### src/sv/ebcc_pkg.sv
package ebcc_pkg;

   localparam logic OP_ENCODE = 1'b0;
   localparam logic OP_DECODE = 1'b1;

   localparam logic [1:0] STATUS_OK    = 2'd0;
   localparam logic [1:0] STATUS_RANGE = 2'd1;
   localparam logic [1:0] STATUS_STOP  = 2'd2;

   // valid bits: input register and six stages
   localparam int STAGES = 7;

   localparam logic [16:0] SEC_PER_DAY   = 17'd86400;
   localparam logic [19:0] EPOCH_SHIFT   = 20'd719468;
   localparam logic [17:0] DAYS_PER_ERA  = 18'd146097;
   localparam logic [17:0] DAYS_PER_CENT = 18'd36524;
   localparam logic [17:0] DAYS_ERA_LAST = 18'd146096;
   localparam logic [11:0] BASE_YEAR     = 12'd2000;
   localparam logic [11:0] LAST_YEAR     = 12'd2099;

   // reciprocals: floor(x / d) == (x * ceil(2^(n+l) / d)) >> (n+l) for n-bit x, 2^l >= d
   localparam int DAY_SHIFT  = 35;
   localparam logic [25:0] DAY_RECIP = 26'(((64'd1 << DAY_SHIFT) + 64'd674) / 64'd675);
   localparam int Q4Y_SHIFT  = 29;
   localparam logic [18:0] Q4Y_RECIP = 19'(((64'd1 << Q4Y_SHIFT) + 64'd1459) / 64'd1460);
   localparam int YEAR_SHIFT = 27;
   localparam logic [18:0] YEAR_RECIP = 19'(((64'd1 << YEAR_SHIFT) + 64'd364) / 64'd365);
   localparam int MIN_SHIFT  = 23;
   localparam logic [17:0] MIN_RECIP = 18'(((64'd1 << MIN_SHIFT) + 64'd59) / 64'd60);
   localparam int HOUR_SHIFT = 17;
   localparam logic [11:0] HOUR_RECIP = 12'(((64'd1 << HOUR_SHIFT) + 64'd59) / 64'd60);
   localparam int WEEK_SHIFT = 19;
   localparam logic [16:0] WEEK_RECIP = 17'(((64'd1 << WEEK_SHIFT) + 64'd6) / 64'd7);
   localparam int MON_SHIFT  = 19;
   localparam logic [11:0] MON_RECIP = 12'(((64'd1 << MON_SHIFT) + 64'd152) / 64'd153);
   localparam int FIVE_SHIFT = 15;
   localparam logic [12:0] FIVE_RECIP = 13'(((64'd1 << FIVE_SHIFT) + 64'd4) / 64'd5);
   localparam int TEN_SHIFT  = 11;
   localparam logic [7:0] TEN_RECIP = 8'(((64'd1 << TEN_SHIFT) + 64'd9) / 64'd10);

   typedef struct packed {
      logic       op;
      logic [31:0] epoch_in;
      logic [7:0] sec_raw;
      logic [7:0] min_raw;
      logic [7:0] hour_raw;
      logic [7:0] day_raw;
      logic [7:0] month_raw;
      logic [7:0] year_raw;
   } req_type;

   typedef struct packed {
      logic [31:0] epoch_out;
      logic [6:0] sec_bcd;
      logic [6:0] min_bcd;
      logic [5:0] hour_bcd;
      logic [5:0] day_bcd;
      logic [2:0] weekday_code;
      logic [4:0] month_bcd;
      logic [7:0] year_bcd;
      logic [1:0] status;
   } rsp_type;

   typedef struct packed {
      logic        op;
      logic        stop;
      logic [31:0] epoch;
      logic [15:0] days;
      logic [16:0] tod;
      logic [17:0] doe;
      logic [2:0]  era;
      logic [17:0] n;
      logic [10:0] mt;
      logic [12:0] wq;
      logic [8:0]  yoe;
      logic [5:0]  sec;
      logic [4:0]  hr;
      logic [2:0]  wk;
      logic [8:0]  doy;
      logic [5:0]  mn;
      logic [11:0] y0;
      logic [3:0]  mp;
      logic [5:0]  dday;
      logic [8:0]  dyoe;
      logic        dera5;
      logic [4:0]  didx;
      logic [9:0]  tb;
      logic [17:0] tsec;
      logic [31:0] cpart;
   } pipe_type;

   function automatic logic [7:0] bcd_enc(input logic [6:0] v);
      logic [14:0] prod;
      logic [3:0]  tens;
      logic [6:0]  units;
      prod  = 15'(v) * 15'(TEN_RECIP);
      tens  = prod[14:11];
      units = v - 7'(tens) * 7'd10;
      return {tens, units[3:0]};
   endfunction

   function automatic logic [7:0] bcd_dec(input logic [7:0] v);
      return 8'(v[7:4]) * 8'd10 + 8'(v[3:0]);
   endfunction

   // (153 * idx + 2) / 5
   function automatic logic [9:0] month_start(input logic [4:0] idx);
      logic [11:0] v;
      logic [24:0] prod;
      v    = 12'(idx) * 12'd153 + 12'd2;
      prod = 25'(v) * 25'(FIVE_RECIP);
      return prod[24:15];
   endfunction

   function automatic logic [1:0] century_of(input logic [8:0] yoe);
      return 2'(yoe >= 9'd100) + 2'(yoe >= 9'd200) + 2'(yoe >= 9'd300);
   endfunction

endpackage

### src/sv/epoch_bcd_calendar_converter.sv
// throughput: one request per cycle unless rsp_ready stalls, set by the 8-register pipeline
//    of constant reciprocal multiplies (input register, six stages, response register)
// each stage takes new data when empty or when its content moves on
// reset clears every stage valid bit; data registers are not reset
module epoch_bcd_calendar_converter (
   input  logic              clock,
   input  logic              reset,
   input  logic              req_valid,
   output logic              req_ready,
   input  ebcc_pkg::req_type req_data,
   output logic              rsp_valid,
   input  logic              rsp_ready,
   output ebcc_pkg::rsp_type rsp_data
);
   import ebcc_pkg::*;

   logic [STAGES-1:0] valid_ff, valid_in, take;
   logic              rsp_valid_ff, rsp_take;

   req_type  req_ff;
   pipe_type st1_ff, st1_in, st2_ff, st2_in, st3_ff, st3_in;
   pipe_type st4_ff, st4_in, st5_ff, st5_in, st6_ff, st6_in;
   rsp_type  rsp_ff, rsp_in;

   // flow control
   assign rsp_take = !rsp_valid_ff || rsp_ready;
   always_comb begin
      take[STAGES-1] = !valid_ff[STAGES-1] || rsp_take;
      for (int i = STAGES - 2; i >= 0; i--) begin
         take[i] = !valid_ff[i] || take[i+1];
      end
      valid_in[0] = take[0] ? req_valid : valid_ff[0];
      for (int i = 1; i < STAGES; i++) begin
         valid_in[i] = take[i] ? valid_ff[i-1] : valid_ff[i];
      end
   end

   assign req_ready = take[0];
   assign rsp_valid = rsp_valid_ff;
   assign rsp_data  = rsp_ff;

   // stage 1: day count, bcd decode
   logic [50:0] day_prod;
   logic [6:0]  d_sec, d_min;
   logic [5:0]  d_hour;
   logic [4:0]  d_mon;
   logic [7:0]  d_year;
   logic        d_early;
   always_comb begin
      day_prod = 51'(req_ff.epoch_in[31:7]) * 51'(DAY_RECIP);
      d_sec    = 7'(bcd_dec({1'b0, req_ff.sec_raw[6:0]}));
      d_min    = 7'(bcd_dec({1'b0, req_ff.min_raw[6:0]}));
      d_hour   = 6'(bcd_dec({2'b0, req_ff.hour_raw[5:0]}));
      d_mon    = 5'(bcd_dec({3'b0, req_ff.month_raw[4:0]}));
      d_year   = bcd_dec(req_ff.year_raw);
      d_early  = d_mon <= 5'd2;
      st1_in       = '0;
      st1_in.op    = req_ff.op;
      st1_in.stop  = req_ff.sec_raw[7];
      st1_in.epoch = req_ff.epoch_in;
      st1_in.days  = day_prod[50:35];
      st1_in.dday  = 6'(bcd_dec({2'b0, req_ff.day_raw[5:0]}));
      if (d_year == 8'd0 && d_early) begin
         st1_in.dera5 = 1'b0;
         st1_in.dyoe  = 9'd399;
      end else begin
         st1_in.dera5 = 1'b1;
         st1_in.dyoe  = 9'(d_year) - 9'(d_early);
      end
      st1_in.didx = d_early ? d_mon + 5'd9 : d_mon - 5'd3;
      st1_in.tsec = 18'(d_hour) * 18'd3600 + 18'(d_min) * 18'd60 + 18'(d_sec);
   end

   // stage 2: time of day, era, day of era, decode month start and day count
   logic [19:0] z;
   always_comb begin
      st2_in = st1_ff;
      st2_in.tod = 17'(st1_ff.epoch - 32'(st1_ff.days) * 32'(SEC_PER_DAY));
      z = 20'(st1_ff.days) + EPOCH_SHIFT;
      st2_in.era = '0;
      for (int k = 1; k <= 5; k++) begin
         if (z >= 20'(k) * 20'(DAYS_PER_ERA)) begin
            st2_in.era = st2_in.era + 3'd1;
         end
      end
      st2_in.doe = 18'(z - 20'(st2_in.era) * 20'(DAYS_PER_ERA));
      st2_in.tb  = month_start(st1_ff.didx);
      st2_in.cpart = (st1_ff.dera5 ? 32'(5 * 146097) : 32'(4 * 146097))
                   + 32'(st1_ff.dyoe) * 32'd365 + 32'(st1_ff.dyoe[8:2])
                   - 32'(century_of(st1_ff.dyoe)) + 32'(st1_ff.dday) - 32'd1
                   - 32'(EPOCH_SHIFT);
   end

   // stage 3
   logic [36:0] q4y_prod;
   logic [34:0] mt_prod;
   logic [32:0] wq_prod;
   logic [2:0]  q_cent;
   always_comb begin
      st3_in   = st2_ff;
      q4y_prod = 37'(st2_ff.doe) * 37'(Q4Y_RECIP);
      q_cent   = '0;
      for (int k = 1; k <= 4; k++) begin
         if (st2_ff.doe >= 18'(k) * DAYS_PER_CENT) begin
            q_cent = q_cent + 3'd1;
         end
      end
      st3_in.n = st2_ff.doe - 18'(q4y_prod[35:29]) + 18'(q_cent)
               - 18'(st2_ff.doe == DAYS_ERA_LAST);
      mt_prod  = 35'(st2_ff.tod) * 35'(MIN_RECIP);
      st3_in.mt = mt_prod[33:23];
      wq_prod  = 33'(st2_ff.days + 16'd4) * 33'(WEEK_RECIP);
      st3_in.wq = wq_prod[31:19];
      st3_in.cpart = st2_ff.cpart + 32'(st2_ff.tb);
   end

   // stage 4
   logic [36:0] yoe_prod;
   logic [22:0] hr_prod;
   always_comb begin
      st4_in   = st3_ff;
      yoe_prod = 37'(st3_ff.n) * 37'(YEAR_RECIP);
      st4_in.yoe = yoe_prod[35:27];
      st4_in.sec = 6'(st3_ff.tod - 17'(st3_ff.mt) * 17'd60);
      hr_prod  = 23'(st3_ff.mt) * 23'(HOUR_RECIP);
      st4_in.hr = hr_prod[21:17];
      st4_in.wk = 3'((st3_ff.days + 16'd4) - 16'(st3_ff.wq) * 16'd7);
      st4_in.epoch = st3_ff.cpart * 32'(SEC_PER_DAY) + 32'(st3_ff.tsec);
   end

   // stage 5
   always_comb begin
      st5_in = st4_ff;
      st5_in.doy = 9'(st4_ff.doe - (18'(st4_ff.yoe) * 18'd365 + 18'(st4_ff.yoe[8:2])
                 - 18'(century_of(st4_ff.yoe))));
      st5_in.mn  = 6'(st4_ff.mt - 11'(st4_ff.hr) * 11'd60);
      st5_in.y0  = 12'(st4_ff.yoe) + 12'(st4_ff.era) * 12'd400;
   end

   // stage 6
   logic [22:0] mp_prod;
   always_comb begin
      st6_in  = st5_ff;
      mp_prod = 23'(11'(st5_ff.doy) * 11'd5 + 11'd2) * 23'(MON_RECIP);
      st6_in.mp = mp_prod[22:19];
   end

   // response stage
   logic [9:0]  day_full;
   logic [3:0]  mon;
   logic [11:0] year;
   always_comb begin
      day_full = 10'(st6_ff.doy) - month_start({1'b0, st6_ff.mp}) + 10'd1;
      mon  = (st6_ff.mp < 4'd10) ? st6_ff.mp + 4'd3 : st6_ff.mp - 4'd9;
      year = st6_ff.y0 + 12'(mon <= 4'd2);
      rsp_in = '0;
      if (st6_ff.op == OP_ENCODE) begin
         if (year < BASE_YEAR || year > LAST_YEAR) begin
            rsp_in.status = STATUS_RANGE;
         end else begin
            rsp_in.sec_bcd      = 7'(bcd_enc({1'b0, st6_ff.sec}));
            rsp_in.min_bcd      = 7'(bcd_enc({1'b0, st6_ff.mn}));
            rsp_in.hour_bcd     = 6'(bcd_enc(7'(st6_ff.hr)));
            rsp_in.day_bcd      = 6'(bcd_enc(7'(day_full[4:0])));
            rsp_in.weekday_code = st6_ff.wk;
            rsp_in.month_bcd    = 5'(bcd_enc(7'(mon)));
            rsp_in.year_bcd     = bcd_enc(7'(year - BASE_YEAR));
            rsp_in.status       = STATUS_OK;
         end
      end else begin
         if (st6_ff.stop) begin
            rsp_in.status = STATUS_STOP;
         end else begin
            rsp_in.epoch_out = st6_ff.epoch;
            rsp_in.status    = STATUS_OK;
         end
      end
   end

   always_ff @(posedge clock) begin
      if (reset) begin
         valid_ff     <= '0;
         rsp_valid_ff <= 1'b0;
      end else begin
         valid_ff     <= valid_in;
         rsp_valid_ff <= rsp_take ? valid_ff[STAGES-1] : rsp_valid_ff;
      end
   end

   always_ff @(posedge clock) begin
      if (take[0]) req_ff <= req_data;
      if (take[1]) st1_ff <= st1_in;
      if (take[2]) st2_ff <= st2_in;
      if (take[3]) st3_ff <= st3_in;
      if (take[4]) st4_ff <= st4_in;
      if (take[5]) st5_ff <= st5_in;
      if (take[6]) st6_ff <= st6_in;
      if (rsp_take) rsp_ff <= rsp_in;
   end

endmodule

### config.mk
export PLATFORM = sky130hd
export DESIGN_NAME = epoch_bcd_calendar_converter
export DESIGN_NICKNAME = d
export VERILOG_FILES = /design/src/sv/ebcc_pkg.sv /design/src/sv/epoch_bcd_calendar_converter.sv
export SDC_FILE = /design/constraint.sdc
export NUM_CORES = 2
export LEC_CHECK = 0
export ABC_CLOCK_PERIOD_IN_PS = 11900
export BUFFER_PORTS_ARGS = -buffer_cell sky130_fd_sc_hd__clkbuf_2
export CORE_MARGIN = 5
export CORE_UTILIZATION = 40
export CTS_BUF_LIST = sky130_fd_sc_hd__clkbuf_2
export CTS_CLUSTER_SIZE = 16
export DETAILED_ROUTE_END_ITERATION = 12
export GPL_TIMING_DRIVEN = 0
export SLEW_MARGIN = 10
export SYNTH_ARGS = -nofsm -noshare
export SYNTH_HDL_FRONTEND = slang
export SYNTH_SLANG_ARGS = --single-unit
### constraint.sdc
create_clock -name clock -period 11.9 [get_ports clock]
set_input_delay 1.19 -clock clock [delete_from_list [all_inputs] [get_ports clock]]
set_output_delay 1.19 -clock clock [all_outputs]
set_load 0.01 [all_outputs]
# Word level (Yosys, flattened, before mapping)
# Cells that the tools add are included.
# Widths: inputs -> output; s select.
# classes
n_lt_le_gt_ge	20
n_reduce_logical	21
addsub	60
n_mux	16
bitwise_logic	1
eq_ne	1
mul	41
# ops
cell	count
$mul 18x16->33 const B	2
$mul 25x26->51 const B	1
$mul 6x8->14 const B	3
$ge 20x19->1 const B	2
$ge 20x20->1 const B	2
$ge 18x17->1 const B	2
$mul 17x18->34 const B	1
$add 32x10->32	1
$add 32x18->32	1
$mul 17x17->32 const B	1
$mul 32x10->25 const B	1
$mul 5x8->13 const B	2
$sub 25x21->26 const B	1
$sub 24x2->25 const B	1
$add 12x2->12 const B	2
$add 23x7->24	1
$mul 12x12->24 const B	1
$mul 4x8->12 const B	2
$sub 4x4->4	6
$mul 13x12->23 const B	1
$sub 22x2->23	1
$add 21x7->22	1
$mul 11x12->22 const B	1
$add 20x18->21	1
other kinds (78)	122
# word_totals
output_inout_bits	78
regBits	687

# Depth between registers and ports, before layout
# depth
depth_word	13
depth_mapped	57

# Least setup slack after synthesis
# OpenSTA, ideal clock, no wires.
# synth_timing
path_kind	register to register
start	register st6_ff[81] (netlist name)
end	register rsp_ff (netlist bit rsp_data[21]) (data pin)
synth_period_minus_slack_ns	11.376
setup_time_ns	0.266
stages_incl_launch_ff	51
t_arrival_ns	11.110
n_path_buf	0
slack_ns	0.524
path_cell_list	edfxtp_1 > inv_1 > ha_1 > ha_1 > a221oi_1 > nor2_1 > nor2_1 > xnor2_1 > ha_1 > inv_1 > fa_1 > inv_1 > fa_1 > inv_1 > fa_1 > fa_1 > inv_1 > ha_1 > [... 15 more ...] > ha_1 > ha_1 > and4b_1 > o21a_1 > o21a_1 > o21a_1 > o21a_1 > o21ai_0 > nand2b_1 > a21oi_1 > xnor2_1 > xor2_1 > ha_1 > inv_1 > fa_1 > xnor2_1 > xnor2_1 > nor2_1
# synth_via
elab_cells_between_ends	18
classes_between	7 x add/sub; 4 x mul; 4 x order compare; 1 x mux; 2 x reduce/logical
# synth_lines
item	line_no	rtl
from (decl)	epoch_bcd_calendar_converter.sv:22	pipe_type st4_ff, st4_in, st5_ff, st5_in, st6_ff, st6_in;
from (signal assigned)	epoch_bcd_calendar_converter.sv:197	if (take[6]) st6_ff <= st6_in;
$sub 4x4->4 (tied with other cells)	epoch_bcd_calendar_converter.sv:154	mon = (st6_ff.mp < 4'd10) ? st6_ff.mp + 4'd3 : st6_ff.mp - 4'd9;
$mux 4 *	epoch_bcd_calendar_converter.sv:154	
named net mon[0]	epoch_bcd_calendar_converter.sv:150	logic [3:0] mon;
$le 4x2->1 *	epoch_bcd_calendar_converter.sv:155	year = st6_ff.y0 + 12'(mon <= 4'd2);
$add 12x1->12 *	epoch_bcd_calendar_converter.sv:155	
$lt 12x11->1 or $gt 12x12->1 (tied branches)	epoch_bcd_calendar_converter.sv:158	if (year < BASE_YEAR || year > LAST_YEAR) begin
$logic_or 1x1->1 *	epoch_bcd_calendar_converter.sv:158	
$reduce_or 2->1 (no line) *	--	
to (signal assigned)	epoch_bcd_calendar_converter.sv:198	if (rsp_take) rsp_ff <= rsp_in;
to (decl)	epoch_bcd_calendar_converter.sv:23	rsp_type rsp_ff, rsp_in;
# The timed path passes the listed nets; every way through them passes the cells marked *.
# A chain may end at the register's enable or synchronous reset.

# Final worst setup path
# layout_timing
start	register st6_ff[83] (netlist name)
end	register rsp_ff (netlist bit rsp_data[21]) (data pin)
# layout_via
elab_chain_cells	8
elab_cells_between_ends	18
classes_between	7 x add/sub; 4 x mul; 4 x order compare; 1 x mux; 2 x reduce/logical
# layout_rtl
item	line_no	rtl
$mul 4x8->12	ebcc_pkg.sv:110	v = 12'(idx) * 12'd153 + 12'd2;
$add 12x2->12	ebcc_pkg.sv:110	
$mul 12x12->19	ebcc_pkg.sv:111	prod = 25'(v) * 25'(FIVE_RECIP);
$sub 5x5->5	epoch_bcd_calendar_converter.sv:153	day_full = 10'(st6_ff.doy) - month_start({1'b0, st6_ff.mp}) + 10'd1;
$add 5x1->5	epoch_bcd_calendar_converter.sv:153	
$mul 5x8->13	ebcc_pkg.sv:96	prod = 15'(v) * 15'(TEN_RECIP);
$mul 2x3->3	ebcc_pkg.sv:98	units = v - 7'(tens) * 7'd10;
$sub 4x4->4	ebcc_pkg.sv:98	
# Parallel ways exist; a longest one is shown, timed or not.

==> impl_metrics.py <==
metrics = {
    "synthesis": {
        "synth_edf_count": 649,
        "yosysSeqAreaShare_pct": 26.44,
        "synth_seq_cells": 657,
        "synth_area_per_cell_um2": 11.37,
        "synth_async_sr_flop_share_pct": 0,
        "synthFlopType": "edfxtp_1",
        "synth_warnings": 0,
        "syn_nets": 9117,
        "synth_cells": 6535,
        "synth_area_mm2": 0.07431,
        "synth_cell_types": 81,
    },
    "die": {
        "die_w_um": 441.0,
        "num_rows": 158,
        "initial_utilization_pct": 40.16,
        "die_y_um": 441.0,
        "design.core.area_mm2": 0.1850,
        "io_pins": 163,
        "design.die.area_mm2": 0.1945,
    },
    "detailed_routing": {
        "drtIter0Drc": 1451,
        "postRouteAntennaNets": 0,
        "via_count": 44910,
        "dr.pass1.iters": 7,
        "avgViaCountPerCell": 4.695,
        "wire_per_inst_um": 14.96,
        "post-route-drc-count": 0,
        "wl_um": 143100,
    },
    "setup_path": {
        "cp.required_ns": 13.16,
        "rr_startpoint": "st6_ff[83]$_DFFE_PP_",
        "path_class": "register to register",
        "critPathLaunchType": "register",
        "crit_arrival_ns": 12.67,
        "crit_path_frequent_cell": "ha_1",
        "critical-path-max-stage-delay_ns": 0.54,
        "crit_fanout": 6,
        "crit_path_start": "st6_ff[83]$_DFFE_PP_",
        "crit_path_end_kind": "register",
        "slowest_stage": "fa_1",
    },
    "clocking": {
        "clk_pin_slew_ns": 0.10,
        "insertion_delay_ns": 1.53,
        "cts-buffers-inserted": 173,
        "cts_max_level": 4,
        "root_buffer": "clkbuf_2",
        "cts_tree": "built",
        "clockBufferDepth": 3,
        "cts.sinks": 657,
    },
    "sta": {
        "finalMaxSlewViolations": 0,
        "fin_skew_ns": 0.1330,
        "finalHoldViolCount": 0,
        "slew_headroom_pct": 33.18,
        "fin_crit_ns": 11.42,
        "fmax_mhz": 87.60,
        "setup_viol": 0,
        "timing.final.crit_share_pct": 95.93,
        "tightestPinTransition_ns": 1.002,
    },
    "global_route": {
        "track_usage_pct": 15.27,
        "grt_pass1_wl_um": 240600,
        "overflow": 0,
        "grt_max_degree": 61,
        "grt_pass1_vias": 48250,
        "antenna_found_initial": 7,
    },
    "final_layout": {
        "drive_above_1_share_pct": 7.528,
        "fin_util_pct": 43.92,
        "nets": 9550,
        "syn_to_final_growth_pct": 9.351,
    },
    "run": {
        "cap_violations": 0,
    },
    "placement": {
        "dp_hpwl_um": 120300,
        "place_congestion": 0.8478,
        "portBuffers": 153,
    },
    "min_path": {
        "hold_start": "st4_ff[256]$_DFFE_PP_",
        "worstHoldPathType": "register to register",
    },
    "status": {
        "status": "completed",
    },
}
-- sequential cells by signal, indices dropped and copies added, names as in the netlist --
register / cells
st2_ff: 107
rsp_data: 76
rsp_valid: 1
st1_ff: 74
st6_ff: 75
st5_ff: 75
st3_ff: 96
valid_ff: 7
req_ff: 73
st4_ff: 73
-- logic make-up after synthesis --
logic type	Yosys count	synth area share, %
muxes	7	0.1027
xor gates and xnor gates	420	4.969
DFF	657	26.44
and+or+nand+nor	733	4.758
AOI/OAI and AO/OA	683	6.033
buffers and inverters	1538	7.796
adders and majority gates	2497	49.90
-- cells in the mapped netlist, types with 52 or more instances --
master | n | area, um^2
a21o_1 | 110 | 825.8
a21oi_1 | 202 | 1011
and2_1 | 56 | 350.3
edfxtp_1 | 649 | 19490
fa_1 | 778 | 15570
ha_1 | 1719 | 21510
inv_1 | 1521 | 5709
nand2_1 | 131 | 491.7
nand3_1 | 55 | 275.3
nor2_1 | 251 | 942.2
nor3_1 | 55 | 275.3
o21a_1 | 52 | 390.4
o21ai_0 | 113 | 565.5
xnor2_1 | 303 | 2654
xor2_1 | 116 | 1016
-- cell usage in the layout, fill, tap and decap left out, drive strengths merged, types with 28 or more instances in the layout --
cell	instances
o21ai	117
clkbuf	388
dlygate4sd3	78
xnor2	303
fa	778
clkinv	53
inv	1529
buf	33
a31oi	28
nand2	131
a21o	110
edfxtp	649
ha	1719
o21a	52
nand3	56
nor2b	50
nor2	251
nor3	55
a21oi	203
and2	56
o21bai	40
xor2	116
-- worst max-delay path: cells and delay by family, from the launching register on --
kind | cells | cell delay [ns]
AND/OR/NAND/NOR | 9 | 1.08
adder cells (fa/ha/maj) | 17 | 5.91
buffers and inverters | 6 | 0.38
AO/OA/AOI/OAI | 10 | 1.76
XOR/XNOR | 9 | 1.55
flip-flops | 1 | 0.49
-- stage by stage --
stage / setup slack [ns] / std cells / hold WS (ns) / setup TNS [ns] / instance area, um^2
after floorplan: 0.5239 / 6535 / 0.4003 / 0 / 74310
after global placement: -0.8408 / 9168 / 0.4003 / -1.705 / 78180
after detailed placement: -1.002 / 9182 / 0.4045 / -2.209 / 78510
after CTS: 0.002685 / 9550 / 0.05852 / 0 / 80900
after global routing: -0.09416 / 9566 / 0.06935 / -0.09416 / 81260
final: 0.4839 / 9566 / 0.3360 / 0 / 81260
-- routing by layer --
metal	wire length [um]	share of wire, %	up-vias	GRT usage, %
met5	0	0	-	0
met4	2504	1.7	0	3.454
met3	3892	2.7	162	2.148
met2	71960	50	463	27.30
met1	64780	45	21730	19.58
li1	-	-	22560	-
-- final cells by class --
type | instances | area [um^2]
Fill cell | 17510 | 103800
Multi-Input combinational cell | 4340 | 49240
Sequential cell | 657 | 19650
Inverter | 1521 | 5717
Tap cell | 2480 | 3103
Timing Repair Buffer | 258 | 1943
Clock buffer | 224 | 1121
Clock inverter | 63 | 385.4
Buffer | 17 | 83.83
Antenna cell | 6 | 15.01
-- what timing repair did --
item | 4_1_cts | 5_1_grt
setup endpoints to repair | 5 | 3
setup buffers | 3 | 10
hold endpoints to repair | 97 | 0
hold buffers | 78 | 0
resized for setup | 16 | 43
pin swaps | 2 | 20
-- path summary, 6_finish.rpt --
check / end / slack, ns / cells after the start
max: rsp_data[21]$_SDFFCE_PP0P_ / 0.48 / 51
min: st5_ff[256]$_DFFE_PP_ / 0.34 / 0
max reg2reg: rsp_data[21]$_SDFFCE_PP0P_ / 0.48 / 51
min reg2reg: st5_ff[256]$_DFFE_PP_ / 0.34 / 0
Power is left out: the tool's default activity adds up to more than one toggle a clock period on the data nets, which glitch-free logic cannot reach.
